<file path="config.mk">
export PLATFORM = sky130hd
export DESIGN_NAME = cau_queue
export DESIGN_NICKNAME = d
export VERILOG_FILES = /design/src/rtl/cau_pkg.sv /design/src/rtl/cau_queue.sv
export SDC_FILE = /design/constraint.sdc
export NUM_CORES = 1
export LEC_CHECK = 0
export ABC_AREA = 1
export BUFFER_PORTS_ARGS = -buffer_cell sky130_fd_sc_hd__buf_2
export CAP_MARGIN = 40
export CORE_AREA = 2 2 221 223
export DETAILED_ROUTE_END_ITERATION = 6
export DIE_AREA = 0 0 223 225
export GPL_TIMING_DRIVEN = 1
export MAX_ROUTING_LAYER = met4
export PLACE_DENSITY = 0.63
export SYNTH_ARGS = -nofsm -noshare
export SYNTH_HDL_FRONTEND = slang
export SYNTH_SLANG_ARGS = --single-unit
</file>
<file path="constraint.sdc">
create_clock -name clk -period 8.4 [get_ports clk]
set_clock_uncertainty 0.1 [all_clocks]
set_input_delay 1.68 -clock clk [delete_from_list [all_inputs] [get_ports clk]]
set_output_delay 1.68 -clock clk [all_outputs]
set_load 0.02 [all_outputs]
</file>
<file path="src/rtl/cau_pkg.sv">
// Shared constants, types and functions of the complex arithmetic unit.
package cau_pkg;

    localparam int FRAC_BITS    = 16;
    localparam int CORDIC_STEPS = 20;
    localparam int NSTEPS       = (CORDIC_STEPS > 32) ? 32 : CORDIC_STEPS;
    localparam int RED_STEPS    = 60 - FRAC_BITS;
    localparam int DIV_STEPS    = 33;
    localparam int SQRT_STEPS   = 32;
    localparam int SEC1_PART    = (RED_STEPS > NSTEPS) ? RED_STEPS : NSTEPS;
    localparam int SEC1_LEN     = (SEC1_PART > DIV_STEPS) ? SEC1_PART : DIV_STEPS;
    localparam int SEC2_LEN     = (NSTEPS > SQRT_STEPS) ? NSTEPS : SQRT_STEPS;

    localparam logic [63:0] PI_Q60        = 64'h3243F6A8885A308D;
    localparam logic [63:0] HALF_PI_Q60   = PI_Q60 >> 1;
    localparam logic [63:0] THREE_HALF_PI = 64'd3 * HALF_PI_Q60;
    localparam logic [63:0] TWO_PI_Q60    = PI_Q60 << 1;
    localparam logic [63:0] INV_GAIN_Q32  = 64'd2608131496;

    localparam int QDEPTH = 4;
    localparam int QPTR   = $clog2(QDEPTH);
    localparam int QCNT   = $clog2(QDEPTH + 1);

    localparam logic [3:0] ACT_ADD  = 4'd0;
    localparam logic [3:0] ACT_SUB  = 4'd1;
    localparam logic [3:0] ACT_MUL  = 4'd2;
    localparam logic [3:0] ACT_DIV  = 4'd3;
    localparam logic [3:0] ACT_CONJ = 4'd4;
    localparam logic [3:0] ACT_POL  = 4'd5;
    localparam logic [3:0] ACT_SQRT = 4'd6;
    localparam logic [3:0] ACT_FPOL = 4'd7;
    localparam logic [3:0] ACT_CMP  = 4'd8;

    typedef struct packed {
        logic [3:0]         act;
        logic signed [31:0] ar;
        logic signed [31:0] ai;
        logic signed [31:0] br;
        logic signed [31:0] bi;
        logic               eq;
        logic               bz;
        logic               arz;
        logic               aiz;
    } item_t;

    // Arctangent of 2^-i with 60 fraction bits, from a truncated series.
    function automatic logic [63:0] atan_q60(input int i);
        logic [63:0] acc;
        logic [63:0] term;
        int k;
        acc = 64'd0;
        if (i == 0)
        begin
            acc = PI_Q60 >> 2;
        end
        else
        begin
            for (k = 0; i * (2 * k + 1) <= 60; k++)
            begin
                term = (64'd1 << (60 - i * (2 * k + 1))) / 64'(2 * k + 1);
                if ((k & 1) != 0)
                begin
                    acc = acc - term;
                end
                else
                begin
                    acc = acc + term;
                end
            end
        end
        return acc;
    endfunction

endpackage

</file>
<file path="src/rtl/cau_queue.sv">
// Short queue that decouples the front end from the execution pipeline.
module cau_queue (
    input  logic           clk,
    input  logic           rst_n,
    input  logic           in_valid,
    output logic           in_ready,
    input  cau_pkg::item_t in_item,
    output logic           out_valid,
    input  logic           out_ready,
    output cau_pkg::item_t out_item
);

    cau_pkg::item_t                mem [cau_pkg::QDEPTH];
    logic [cau_pkg::QPTR-1:0]      wr_ptr_reg;
    logic [cau_pkg::QPTR-1:0]      rd_ptr_reg;
    logic [cau_pkg::QCNT-1:0]      count_reg;
    logic                          push;
    logic                          pop;

    assign in_ready  = (count_reg != cau_pkg::QCNT'(cau_pkg::QDEPTH));
    assign out_valid = (count_reg != '0);
    assign out_item  = mem[rd_ptr_reg];
    assign push      = in_valid && in_ready;
    assign pop       = out_valid && out_ready;

    always_ff @(posedge clk or negedge rst_n)
    begin
        if (!rst_n)
        begin
            wr_ptr_reg <= '0;
            rd_ptr_reg <= '0;
            count_reg  <= '0;
        end
        else
        begin
            if (push)
            begin
                wr_ptr_reg <= wr_ptr_reg + 1'b1;
            end
            if (pop)
            begin
                rd_ptr_reg <= rd_ptr_reg + 1'b1;
            end
            if (push && !pop)
            begin
                count_reg <= count_reg + 1'b1;
            end
            else if (pop && !push)
            begin
                count_reg <= count_reg - 1'b1;
            end
        end
    end

    always_ff @(posedge clk)
    begin
        if (push)
        begin
            mem[wr_ptr_reg] <= in_item;
        end
    end

endmodule

</file>
Word-level counts from Yosys, hierarchy flattened
Memory sizes are Yosys's and may differ from the RTL's.
Cells that the tools add are included.
Word-level totals
  bits of input ports: 140
  bits in writable memories: 544
  logic and storage cells: 21
  output and inout port bits: 138
  memories kept: 1
  flip-flop bits (word level): 7
Memory list
  mem: depth 4, bits a word 136, rd ports 1, clocked after Yosys merged registers in 0, wr ports 1, RTL line cau_queue.sv:13  | cau_pkg::item_t mem [cau_pkg::QDEPTH];
Operators by class
  equal/unequal tests: 1
  reduce and logical (&&, ||, !) cells: 8
  mux-type cells: 4
  add/sub/neg operators: 4
Operators by type and width (number)
  $mux W3: 2
  $add A2 B1 Y2 const B: 2
  $logic_and A1 B1 Y1: 4
  $add A3 B1 Y3 const B: 1
  $ne A3 B3 Y1 const B: 1
  $reduce_bool A3 Y1: 1
  $sub A3 B1 Y3 const B: 1
  $logic_not A1 Y1: 2
  $mux W1: 2
  $reduce_bool A2 Y1: 1

Longest topological paths before layout
  word-level depth: 6
  depth in mapped cells: 12
  depth with buffers taken out: 12

Worst setup path before layout
No wires, ideal clock.
  path type: in2reg
  start: input port in_valid
  end: memory mem[0][0] in the netlist's numbering (enable)
  slack: 178 ps
  stages: 2
  arrival: 7488 ps
  data required time: 7666 ps
  library setup time: 634 ps
  cells stage by stage: nand2_1 nor2_1
Between the ends
  word-level cells in the longest chain between the ends: 3
Ends and longest elaborated chain
  from (decl): RTL line cau_queue.sv:5  | input logic in_valid,
  $logic_and A1 B1 Y1: RTL line cau_queue.sv:23  | assign push = in_valid && in_ready;
  $mux W1: RTL line cau_queue.sv:57  | if (push)
  $mux W1 (not written as such): RTL line cau_queue.sv:59  | mem[wr_ptr_reg] <= in_item;
  to (decl): RTL line cau_queue.sv:13
No other way between the ends.

==> results_dict.tcl <==
set metrics [dict create \
    status "completed" \
    grtUsageMet2_pct 30.4 \
    synth_cell_type_count 18 \
    critPathMaxFanout 57 \
    dr.pass1.iters 5 \
    clk_pin_slew_worst_paths_ns 0.06 \
    cts_root_buf "clkbuf_16" \
    syn_nets 1792 \
    ant_nets 0 \
    largest_register_ffs 544 \
    dp_slack_ns 3.90 \
    critical-path-slowest-cell "buf_4" \
    cpMostUsedCell "buf_4" \
    postCtsHoldBufs 0 \
    grt_pass1_vias 12532 \
    p_clk_share_pct 25.4 \
    seq_power_share_pct 39.2 \
    required_ns 6.62 \
    globalplace.congestion 0.761 \
    yosysSeqAreaShare_pct 75.6 \
    grt_pass1_wl_um 69100 \
    layout_commonest_cell "edfxtp_1" \
    synthCells 1646 \
    hpwl_um 26100 \
    hold_viol_final 0 \
    max_cap_violations 0 \
    synth-seq-cells 551 \
    layout.nets 2060 \
    power.leakage_nw 10.3 \
    hp-start "count_reg[2]" \
    cts_buffer_depth 3 \
    min_path_type "flop to flop" \
    dieArea_mm2 0.0502 \
    layout_common_cells "edfxtp_1, nand2_1, inv_1, buf_2, o211ai_1" \
    fp.dieH_um 225 \
    antenna_found_initial 7 \
    crit_arrival_ns 3.26 \
    via_count 12816 \
    final-setup-viol-count 0 \
    grt_overflow 0 \
    die_width_um 223 \
    max_clock_freq_ghz 0.198 \
    intPower_mw 6.02 \
    grt_start_max_net_pins 158 \
    slew_viol_final 0 \
    cp_cell_sequence "buf_4, buf_4, o211ai_1, nand2_1, buf_2" \
    crit_type "flop to output port" \
    rsz0062_at_grt "false" \
    post_cts_buffers 0 \
    synth.avg_cell_area_um2 13.3 \
    netlist_area_mm2 0.0218 \
    via_per_inst 4.97 \
    power.switching_mw 3.53 \
    fin_crit_ns 5.04 \
    peakVddDrop_uv 207 \
    grtUsageTotal_pct 18.4 \
    clock_sinks 551 \
    yosysWarnings 0 \
    startpoint "rd_ptr_reg[1]" \
    wl_um 44700 \
    h-tree-depth 2 \
    pin_count 278 \
    placeableCoreArea_mm2 0.0475 \
    grtUsageMet1_pct 22.5 \
    cts_tree "yes" \
    end_kind "output port" \
    setup_slack_ns 3.36 \
    top_usage_layer "met2" \
    max_stage_delay_ns 0.70 \
    insertion_delay_ns 0.58 \
    place_inst 2472 \
    fillers 3881 \
    fin_setup_tns_ns 0 \
    p_comb_share_pct 35.4 \
    slew_headroom_pct 43.4 \
    regToRegStartpoint "count_reg[0]" \
    area_delta_synth_final_pct 17.8 \
    drive_above_1_share_pct 19.6 \
    worst_pin_slew_ns 0.849 \
    cts_resized 0 \
    drt_iter0_markers 703 \
    fin_util_pct 54.1 \
    startpoint_type "flop" \
    use_met3_pct 4.29 \
    wl_per_cell_um 17.3 \
    p_sw_share_pct 37.0 \
    port_buffers 277 \
    p_per_area_mw_per_mm2 371 \
    finalNonFillerCells 2580 \
    finalCritPeriodShare_pct 60.0 \
    numCtsBuffers 55 \
    num_rows 80 \
    drc_errors 0 \
    power.total_mw 9.55 \
    start_util_pct 45.9 \
]
cell families after synthesis:
kind of cell,after synthesis,synth area share [%]
xor gates and xnor gates,1,0.0401
DFF,551,75.6
AOI/OAI and AO/OA,273,9.38
buffers and inverters,378,7.00
adders and majority gates,6,0.378
and+or+nand+nor,437,7.57
metrics by stage:
stage	hold WS (ns)	cell area, µm²
final	0.423	25700
after global routing	0.464	25700
after CTS	0.430	25700
after detailed placement	0.410	23900
after global placement	0.388	23700
after floorplan	0.363	21800
final cells by class:
class | count | area (µm²) | share of cell area, %
flip-flops and latches | 551 | 16500 | 64.2
clock buffers | 76 | 1520 | 5.90
well taps | 615 | 769 | 2.99
repair buffers | 301 | 1700 | 6.63
clock inverters | 25 | 275 | 1.07
inverters | 288 | 1090 | 4.24
multi-input cells | 717 | 3820 | 14.9
diodes | 7 | 17.5 | 0.0681
Yosys cell counts:
cell	n	share of area, %
buf_1	12	0.21
buf_2	19	0.44
buf_4	1	0.034
buf_6	11	0.57
clkbuf_1	47	0.81
dfrtp_1	7	0.80
edfxtp_1	544	75
fa_1	1	0.092
ha_1	5	0.29
inv_1	287	4.9
inv_2	1	0.017
nand2_1	425	7.3
nand3_1	7	0.16
nand4_1	1	0.029
nor2_1	4	0.069
o211ai_1	272	9.4
o21ai_0	1	0.023
xnor2_1	1	0.040
metal layers:
| metal | share of wire [%] | wire (µm) |
|---|---|---|
| met1 | 42 | 19000 |
| met5 | 0 | 0 |
| met3 | 6.5 | 2910 |
| met2 | 49 | 21900 |
| met4 | 2.1 | 933 |
critical path, delay by kind of cell, from the launching register on:
family,cells,cell delay [ns]
buffers and inverters,3,1.52
and+or+nand+nor,1,0.13
DFF,1,0.68
AOI/OAI and AO/OA,1,0.21
worst paths after layout:
kind	to	cells after the start	slack, ns
hold reg to reg	count_reg[2]	2	0.42
setup / recovery	out_item[17]	5	3.36
max in group asynchronous	rd_ptr_reg[1]	1	7.19
hold / removal	count_reg[2]	2	0.42
min in group asynchronous	rd_ptr_reg[1]	1	0.83
setup reg to reg	mem[1][110]	6	5.63
power groups by stage:
| stage | sequential [mW] | clock (mW) | combinational [mW] |
|---|---|---|---|
| floorplan | 3.88 | 0 | 2.31 |
| global placement | 3.80 | 0 | 3.34 |
| detailed placement | 3.81 | 0 | 3.44 |
| CTS | 3.75 | 2.48 | 3.45 |
| global route | 3.79 | 2.58 | 3.73 |
| finish | 3.75 | 2.42 | 3.38 |
(Power assumes the default switching activity.)
