===== src/rtl/cau_pkg.sv =====
// Shared constants, types and functions of the complex arithmetic unit.
package cau_pkg;

    localparam int FRAC_BITS    = 16;
    localparam int CORDIC_STEPS = 20;
    localparam int NSTEPS       = (CORDIC_STEPS > 32) ? 32 : CORDIC_STEPS;
    localparam int RED_STEPS    = 60 - FRAC_BITS;
    localparam int DIV_STEPS    = 33;
    localparam int SQRT_STEPS   = 32;
    localparam int SEC1_PART    = (RED_STEPS > NSTEPS) ? RED_STEPS : NSTEPS;
    localparam int SEC1_LEN     = (SEC1_PART > DIV_STEPS) ? SEC1_PART : DIV_STEPS;
    localparam int SEC2_LEN     = (NSTEPS > SQRT_STEPS) ? NSTEPS : SQRT_STEPS;

    localparam logic [63:0] PI_Q60        = 64'h3243F6A8885A308D;
    localparam logic [63:0] HALF_PI_Q60   = PI_Q60 >> 1;
    localparam logic [63:0] THREE_HALF_PI = 64'd3 * HALF_PI_Q60;
    localparam logic [63:0] TWO_PI_Q60    = PI_Q60 << 1;
    localparam logic [63:0] INV_GAIN_Q32  = 64'd2608131496;

    localparam int QDEPTH = 4;
    localparam int QPTR   = $clog2(QDEPTH);
    localparam int QCNT   = $clog2(QDEPTH + 1);

    localparam logic [3:0] ACT_ADD  = 4'd0;
    localparam logic [3:0] ACT_SUB  = 4'd1;
    localparam logic [3:0] ACT_MUL  = 4'd2;
    localparam logic [3:0] ACT_DIV  = 4'd3;
    localparam logic [3:0] ACT_CONJ = 4'd4;
    localparam logic [3:0] ACT_POL  = 4'd5;
    localparam logic [3:0] ACT_SQRT = 4'd6;
    localparam logic [3:0] ACT_FPOL = 4'd7;
    localparam logic [3:0] ACT_CMP  = 4'd8;

    typedef struct packed {
        logic [3:0]         act;
        logic signed [31:0] ar;
        logic signed [31:0] ai;
        logic signed [31:0] br;
        logic signed [31:0] bi;
        logic               eq;
        logic               bz;
        logic               arz;
        logic               aiz;
    } item_t;

    // Arctangent of 2^-i with 60 fraction bits, from a truncated series.
    function automatic logic [63:0] atan_q60(input int i);
        logic [63:0] acc;
        logic [63:0] term;
        int k;
        acc = 64'd0;
        if (i == 0)
        begin
            acc = PI_Q60 >> 2;
        end
        else
        begin
            for (k = 0; i * (2 * k + 1) <= 60; k++)
            begin
                term = (64'd1 << (60 - i * (2 * k + 1))) / 64'(2 * k + 1);
                if ((k & 1) != 0)
                begin
                    acc = acc - term;
                end
                else
                begin
                    acc = acc + term;
                end
            end
        end
        return acc;
    endfunction

endpackage


===== src/rtl/cau_front.sv =====
// Front end: accepts operations from the input stream and classifies the operands.
module cau_front (
    input  logic           clk,
    input  logic           rst_n,
    input  logic           s_tvalid,
    output logic           s_tready,
    input  logic [127:0]   s_tdata,   // a_re, a_im, b_re, b_im
    input  logic [3:0]     s_tuser,   // action
    output logic           q_valid,
    input  logic           q_ready,
    output cau_pkg::item_t q_item
);

    logic           valid_reg;
    cau_pkg::item_t item_reg;
    cau_pkg::item_t item_next;

    assign s_tready = !valid_reg || q_ready;
    assign q_valid  = valid_reg;
    assign q_item   = item_reg;

    always_comb
    begin
        item_next.act = s_tuser;
        item_next.ar  = s_tdata[31:0];
        item_next.ai  = s_tdata[63:32];
        item_next.br  = s_tdata[95:64];
        item_next.bi  = s_tdata[127:96];
        item_next.eq  = (s_tdata[31:0] == s_tdata[95:64]) && (s_tdata[63:32] == s_tdata[127:96]);
        item_next.bz  = (s_tdata[95:64] == 32'd0) && (s_tdata[127:96] == 32'd0);
        item_next.arz = (s_tdata[31:0] == 32'd0);
        item_next.aiz = (s_tdata[63:32] == 32'd0);
    end

    always_ff @(posedge clk or negedge rst_n)
    begin
        if (!rst_n)
        begin
            valid_reg <= 1'b0;
        end
        else if (s_tready)
        begin
            valid_reg <= s_tvalid;
        end
    end

    always_ff @(posedge clk)
    begin
        if (s_tready && s_tvalid)
        begin
            item_reg <= item_next;
        end
    end

endmodule


===== config.mk =====
export PLATFORM = sky130hd
export DESIGN_NAME = cau_front
export DESIGN_NICKNAME = d
export VERILOG_FILES = /design/src/rtl/cau_pkg.sv /design/src/rtl/cau_front.sv
export SDC_FILE = /design/constraint.sdc
export NUM_CORES = 1
export LEC_CHECK = 0
export ABC_AREA = 1
export BUFFER_PORTS_ARGS = -buffer_cell sky130_fd_sc_hd__buf_4
export CAP_MARGIN = 10
export CORE_AREA = 2 2 108 110
export DETAILED_ROUTE_END_ITERATION = 12
export DIE_AREA = 0 0 110 112
export GPL_TIMING_DRIVEN = 0
export PLACE_DENSITY = 0.84
export SKIP_LAST_GASP = 1
export SLEW_MARGIN = 20
export SYNTH_ARGS = -nofsm -noshare
export SYNTH_HDL_FRONTEND = slang
export SYNTH_SLANG_ARGS = --single-unit

===== constraint.sdc =====
create_clock -name clk -period 13.3 [get_ports clk]
set_input_delay 1.33 -clock clk [delete_from_list [all_inputs] [get_ports clk]]
set_output_delay 1.33 -clock clk [all_outputs]
set_load 0.005 [all_outputs]

After elaboration in Yosys (flattened, before gate mapping):

Cells that the tools add are included.

* register bits after elaboration: 137
* input port bits: 136
* output and inout port bits: 138
* word-level logic and storage cells: 21

* equal/unequal tests: 2
* reduce and logical (&&, ||, !) cells: 9

Operator list (count)
* 32-bit logical NOT: 4
* 32-bit == test: 2
* 1-bit logical AND: 3
* 1-bit logical NOT: 1
* 1-bit logical OR: 1

Depth between registers and ports, before layout:

Gate-level depths: netlist of run 1.

* depth in word-level cells: 3
* depth in mapped cells: 9
* depth with buffers taken out: 9

Least setup slack after synthesis of run 1:

Ideal clock, no wire load.

* kind: input -> register
* from: in s_tvalid
* to: reg item_reg, in the netlist q_item[0] (enable)
* library setup time: 0.676 ns
* data arrival time: 7.917 ns
* data required time: 12.624 ns
* setup slack: 4.707 ns
* stages: 2
* buffers on the path: 0
* path through: inv_1 -> a21oi_1

* word-level cells in the longest chain between the ends: 1

Ends and longest elaborated chain
* start, declared: line cau_front.sv:5 `input logic s_tvalid,`
* 1-bit logical AND: line cau_front.sv:49 `if (s_tready && s_tvalid)`
* end signal, assigned: line cau_front.sv:51 `item_reg <= item_next;`
* end, declared: line cau_front.sv:15 `cau_pkg::item_t item_reg;`

Every way passes these cells.
A chain may end at the register's enable or synchronous reset.

Worst setup path after layout of run 1:

* from: in q_ready
* to: out s_tready

* word-level cells in the longest chain between the ends: 1

Ends and longest elaborated chain
* start, declared: line cau_front.sv:10 `input logic q_ready,`
* 1-bit logical OR: line cau_front.sv:18 `assign s_tready = !valid_reg || q_ready;`
* end, declared: line cau_front.sv:6 `output logic s_tready,`

Every way passes these cells.

==> results_dict.tcl, run 1 <==
set metrics [dict create \
    syn-num-nets 500 \
    ys_types 9 \
    drv_cap 0 \
    ctsResizeCount 0 \
    gp_congestion 0.8131 \
    antenna_left 0 \
    wl_um 14110 \
    grt_antenna_before_repair 0 \
    critPathCaptureType "output port" \
    clk_pin_slew_worst_paths_ps 50 \
    avgRoutedWirePerCell_um 17.25 \
    final.setup.tns_ps 0 \
    leakagePower_nw 3.422 \
    r2r_end "q_item[67]" \
    hp-start "q_valid" \
    fmax_ghz 0.3234 \
    finalNonFillerCells 818 \
    cts_hold_buf 0 \
    firstDrtPassIters 4 \
    pwr-share-seq 0.455 \
    core_um2 11170 \
    power_mw 1.122 \
    critPathMostFrequentCell "buf_4" \
    drv_slew 0 \
    min_to "q_valid" \
    fin_hold_ws_ps 610.3 \
    io_buffers 273 \
    path_class "in2out" \
    syn_to_final_growth_pct 56.66 \
    post-cts-setup-buffers 0 \
    p_int_mw 0.8890 \
    cts_tree "done" \
    p_comb_frac 0.117 \
    ir_worst_vdd_uv 80.51 \
    cp_data_arrival_time_ps 1760 \
    switching_share 0.2078 \
    drc_errors 0 \
    post-route-period-util 0.2325 \
    drtIter0Drc 194 \
    critPathMaxFanout 2 \
    rr_worst_depth 4 \
    synth_area_um2 5320 \
    drt-vias-per-instance 5.009 \
    synthesis.instances 364 \
    rows 39 \
    synth-seq-cells 137 \
    clock_sinks 137 \
    dp_hpwl_um 11210 \
    multi_input_area_um2 1140 \
    htree_num_levels 4 \
    vias 4097 \
    r2r-start "q_valid" \
    cts_root_buf "clkbuf_16" \
    cts_buffers 17 \
    status "finished clean" \
    clk_latency_ps 400 \
    crit_chain "buf_4, inv_1, nand2_1, buf_4" \
    syn_area_per_cell_um2 14.62 \
    cts_buffer_depth 2 \
    finalSetupViolations 0 \
    yosysWarnings 0 \
    finalHoldViolCount 0 \
    yosysSeqAreaShare 0.7723 \
    dp.cells 786 \
    mostFrequentLayoutCell "buf_4" \
    insertedDiodeCount 0 \
    cp_slowest_cell "buf_4" \
    slowest_delay_ps 140 \
    p_per_area_nw_per_um2 134.6 \
    pin_count 274 \
    nFillCells 689 \
    finalClockSkew_ps 6.515 \
    seqCellArea_um2 4109 \
    relSlewSlack 0.6711 \
    p_clk_frac 0.428 \
    holdPathStages 2 \
    grt_pass1_wl_um 20690 \
    dieArea_um2 12320 \
    max_slew.worst_pin.slew_ps 492.3 \
    drive_above_1_share 0.4548 \
    r2r_setup_slack_ps 11510 \
    required_ps 11970 \
    setup.worst_path.start_class "input pin" \
    die_width_um 110 \
    grt_pass1_vias 4081 \
    fin_nets 798 \
    overflow 0 \
    grt_setup_unrepaired "no" \
    track_usage 0.2275 \
    power_switching_mw 0.2332 \
    dieHeight_um 112 \
    final_cell_mix "273 x buf_4, 136 x edfxtp_1, 83 x nand2_1" \
    fin_crit_ps 3092 \
    start_util 0.4761 \
    hold_class "reg2reg" \
    grt_max_degree 27 \
]
[flip-flops by register name (all words and copies together) (netlist names)]
signal,cells
q_item,136
q_valid,1
[synth_stat cells (all sizes together)]
| master | n | share of area |
|---|---|---|
| xnor2 | 54 | 0.089 |
| a21oi | 1 | 0.00094 |
| inv | 22 | 0.016 |
| edfxtp | 136 | 0.77 |
| nand4 | 5 | 0.0059 |
| nand2 | 83 | 0.059 |
| nor4 | 30 | 0.035 |
| nor2 | 32 | 0.023 |
| dfrtp | 1 | 0.0047 |
[worst max-delay path, delay by kind of cell]
family | cells | cell delay (ps)
buffers and inverters | 3 | 340
AND/OR/NAND/NOR | 1 | 90
[power groups by stage]
stage,clock network (mW),registers [mW],logic [mW]
finish,0.480,0.510,0.132
global route,0.505,0.512,0.142
CTS,0.486,0.511,0.132
detailed placement,0,0.519,0.132
global placement,0,0.527,0.118
floorplan,0,0.528,0.0321
[per-stage QoR]
step	setup slack (ps)	area, um2	utilization
final	10210	8334	0.7458
after global placement	2634	7548	0.6755
after CTS	10200	8334	0.7458
after global routing	10160	8334	0.7458
after detailed placement	10210	7725	0.6913
after floorplan	4707	5320	-
[layout make-up]
type	instances	share of cell area
Sequential cell	137	0.4930
Timing Repair Buffer	279	0.2657
Multi-Input combinational cell	205	0.1368
Clock buffer	19	0.05194
Tap cell	143	0.02147
Clock inverter	13	0.02117
Inverter	22	0.009908
[worst max path at each step]
| stage | slack, ps | endpoint | from | cells past startpoint |
|---|---|---|---|---|
| floorplan | 4710 | q_item[0] | s_tvalid | 2 |
| finish | 10210 | s_tready | q_ready | 4 |
| detailed placement | 10210 | s_tready | q_ready | 4 |
| CTS | 10200 | s_tready | q_ready | 4 |
| global placement | 2630 | q_item[56] | s_tvalid | 3 |
| global route | 10160 | s_tready | q_ready | 4 |
[cells by family after synthesis]
kind of cell	after synthesis	share of synthesized area
buffers and inverters	22	0.01552
xor gates and xnor gates	54	0.08890
DFF	137	0.7723
and+or+nand+nor	150	0.1223
AOI/OAI and AO/OA	1	0.0009398
[layer usage]
metal  GRT usage  part of all wire  vias to the layer above  wire (um)
met5           0                 0                        -          0
met4     0.08186             0.019                        0        265
met3     0.06850             0.091                       21       1284
li1            -                 -                     1903          -
met2      0.3975              0.53                      212       7411
met1      0.2604              0.36                     1961       5148
Note: power is estimated with default switching activity, not from simulation.
==> inputs of run 2 (changes only) <==
ABC_AREA = 0   (was 1)
CORE_AREA = 2 2 116 118   (was 2 2 108 110)
DIE_AREA = 0 0 118 120   (was 0 0 110 112)
PLACE_DENSITY = 0.75   (was 0.84)
clock period = 2.5 ns   (was 13.3 ns; I/O delays follow)
==> run 2 against run 1 <==
  * Clock power rose to 5.4 times the previous value
  * Worst hold slack got worse by 590 ps
  * Critical path depth down 1
  * Sequential power rose to 5.3 times the previous value
  * Via count is 10% lower
  * Flip-flop and latch count unchanged
  * Final cell count down 7.7%
  * Critical path type is now reg2reg
  * Critical endpoint is now q_item[113]
  * Largest cell class unchanged
  * Largest power group unchanged
  * Highest routed layer unchanged
==> results_dict.tcl, run 2 <==
set metrics [dict create \
    status "finished clean" \
    final_cell_mix "273 x buf_4, 136 x edfxtp_1, 64 x xor2_1" \
    die_width_um 118 \
    ir_worst_vdd_uv 548.0 \
    grt_pass1_vias 3831 \
    synthArstFlopShare 0.007299 \
    rr_worst_depth 3 \
    syn_to_final_growth_pct 58.46 \
    cts_tree "done" \
    avgRoutedWirePerCell_um 20.96 \
    antenna_left 0 \
    min_to "q_item[132]" \
    overflow 0 \
    synth-seq-cells 137 \
    critPathMaxFanout 62 \
    synth_largest_area_cell "edfxtp_1" \
    holdPathStages 1 \
    synth_top_area_frac 0.8024 \
    firstDrtPassIters 5 \
    required_ps 2580 \
    dieHeight_um 120 \
    fin_crit_ps 1604 \
    r2r_setup_slack_ps 900 \
    cp_slowest_cell "and2_4" \
    synth_common_cells "136 x edfxtp_1, 64 x xor2_1, 49 x nor4_1, 12 x nand4_1" \
    drc_errors 0 \
    track_usage 0.2224 \
    cp.depth 3 \
    crit_family "simple AND/OR/NAND/NOR gates" \
    hp-start "s_tuser[0]" \
    synth_area_leaders "edfxtp_1 80%, xor2_1 11%, nor4_1 6.0%" \
    fin_nets 702 \
    grt_max_degree 63 \
    dp_hpwl_um 12600 \
    wl_um 15830 \
    setup.worst_path.start_class "flop" \
    final.setup.tns_ps 0 \
    post-route-period-util 0.6414 \
    r2r-start "q_valid" \
    synthesis.instances 268 \
    synthXorXnorAreaFrac 0.1101 \
    cts_buffers 17 \
    max_slew.worst_pin.slew_ps 708.9 \
    relSlewSlack 0.5231 \
    core_um2 12980 \
    crit_chain "nand2b_1, and2_4, buf_16" \
    rows 42 \
    grt_pass1_wl_um 22540 \
    synth_mux_area_frac 0 \
    fmax_ghz 0.6236 \
    finalSetupViolations 0 \
    clk_pin_slew_worst_paths_ps 60 \
    vias 3678 \
    synth_fa_ha_area_frac 0 \
    slowest_delay_ps 410 \
    design_area_um2 8065 \
    clk_latency_ps 410 \
    placed_area_um2 7417 \
    grt_setup_unrepaired "no" \
    mostFrequentLayoutCell "buf_4" \
    synthFlopType "edfxtp_1" \
    drtIter0Drc 275 \
    dieArea_um2 14160 \
    io_buffers 273 \
    synth-edff-count 136 \
    pin_count 274 \
    cts_root_buf "clkbuf_16" \
    p_per_area_nw_per_um2 736.2 \
    syn_area_per_cell_um2 18.99 \
    critPathCaptureType "flop" \
    drive_above_1_share 0.5268 \
    drv_cap 0 \
    leakagePower_nw 3.263 \
    insertedDiodeCount 0 \
    finalClockSkew_ps 6.048 \
    largest_reg_flops 136 \
    gp_congestion 0.7822 \
    clock_sinks 137 \
    yosysSeqAreaShare 0.8073 \
    crit_start "q_valid" \
    nFillCells 989 \
    start_util 0.3921 \
    synth_area_um2 5090 \
    yosys.area_share.simple 0.08260 \
    drv_slew 0 \
    yosysWarnings 0 \
    htree_num_levels 4 \
    synth.most_common_cell "edfxtp_1" \
    cp_data_arrival_time_ps 1690 \
    hold_class "in2reg" \
    path_class "reg2reg" \
    synth-compound-area-share 0 \
    r2r_end "q_item[113]" \
    crit_buf_inv 1 \
    cts_buffer_depth 2 \
    syn-num-nets 404 \
    ys_types 9 \
    drt-vias-per-instance 4.872 \
    grt_antenna_before_repair 0 \
    finalHoldViolCount 0 \
    synth_top_family_by_area "XOR/XNOR gates" \
]
==> run 2: cell count changes after synthesis, sizes merged <==
cell | before | now
nand2 | 83 | 0
xor2 | 0 | 64
xnor2 | 54 | 0
nor2 | 32 | 2
inv | 22 | 0
nor4 | 30 | 50
nand4 | 5 | 12
nand2b | 0 | 2
a21oi | 1 | 0
and2 | 0 | 1
==> run 2: cell families after synthesis <==
family | Yosys count
DFF | 137
and+or+nand+nor | 67
xor gates and xnor gates | 64
==> run 2: how the worst max path moves through the flow <==
stage | end | slack (ps)
finish | q_item[113] | 900
global route | q_item[113] | 810
CTS | q_item[101] | 900
detailed placement | q_item[3] | 730
global placement | q_item[133] | 310
floorplan | q_item[0] | 570
==> run 2: layer usage <==
metal	share of wire	track usage	wire length (um)	vias to the layer above
li1	-	-	-	1691
met1	0.39	0.2682	6123	1766
met2	0.52	0.3830	8227	200
met3	0.078	0.06939	1233	21
met4	0.015	0.06928	241	0
met5	0	0	0	-
==> run 2: through the flow <==
| step | setup slack [ps] | utilization | power, mW | hold slack, ps | cells |
|---|---|---|---|---|---|
| 3_3_place_gp | 307.6 | 0.5672 | 3.401 | 25.42 | 717 |
| 6_report | 896.4 | 0.6214 | 5.938 | 22.58 | 755 |
| 5_1_grt | 808.8 | 0.6214 | 6.127 | 1.045 | 755 |
| 4_1_cts | 897.0 | 0.6206 | 5.981 | 2.136 | 754 |
| 3_5_place_dp | 734.0 | 0.5714 | 3.422 | 28.46 | 719 |
| 2_1_floorplan | 568.0 | - | 2.903 | -45.59 | 268 |
==> run 2: layout make-up <==
| class | count | area, um2 | share of cell area |
|---|---|---|---|
| multi-input cells | 131 | 983.4 | 0.1219 |
| clock buffers | 17 | 425.4 | 0.05275 |
| repair buffers | 279 | 2145 | 0.2659 |
| flip-flops and latches | 137 | 4109 | 0.5095 |
| clock inverters | 15 | 182.7 | 0.02265 |
| well taps | 176 | 220.2 | 0.02730 |
==> run 2: where the power goes <==
part           total, mW  internal, mW  switching, mW
logic              0.659         0.342          0.317
registers           2.71          2.68         0.0349
clock network       2.57          1.65          0.916
total               5.94          4.67           1.27
==> run 2: repair_timing <==
item / in CTS / in global routing
endpoints found under the hold margin: 3 / 1
hold buffers: 3 / 1
gates resized for setup: 0 / 0
setup buffers: 0 / 0
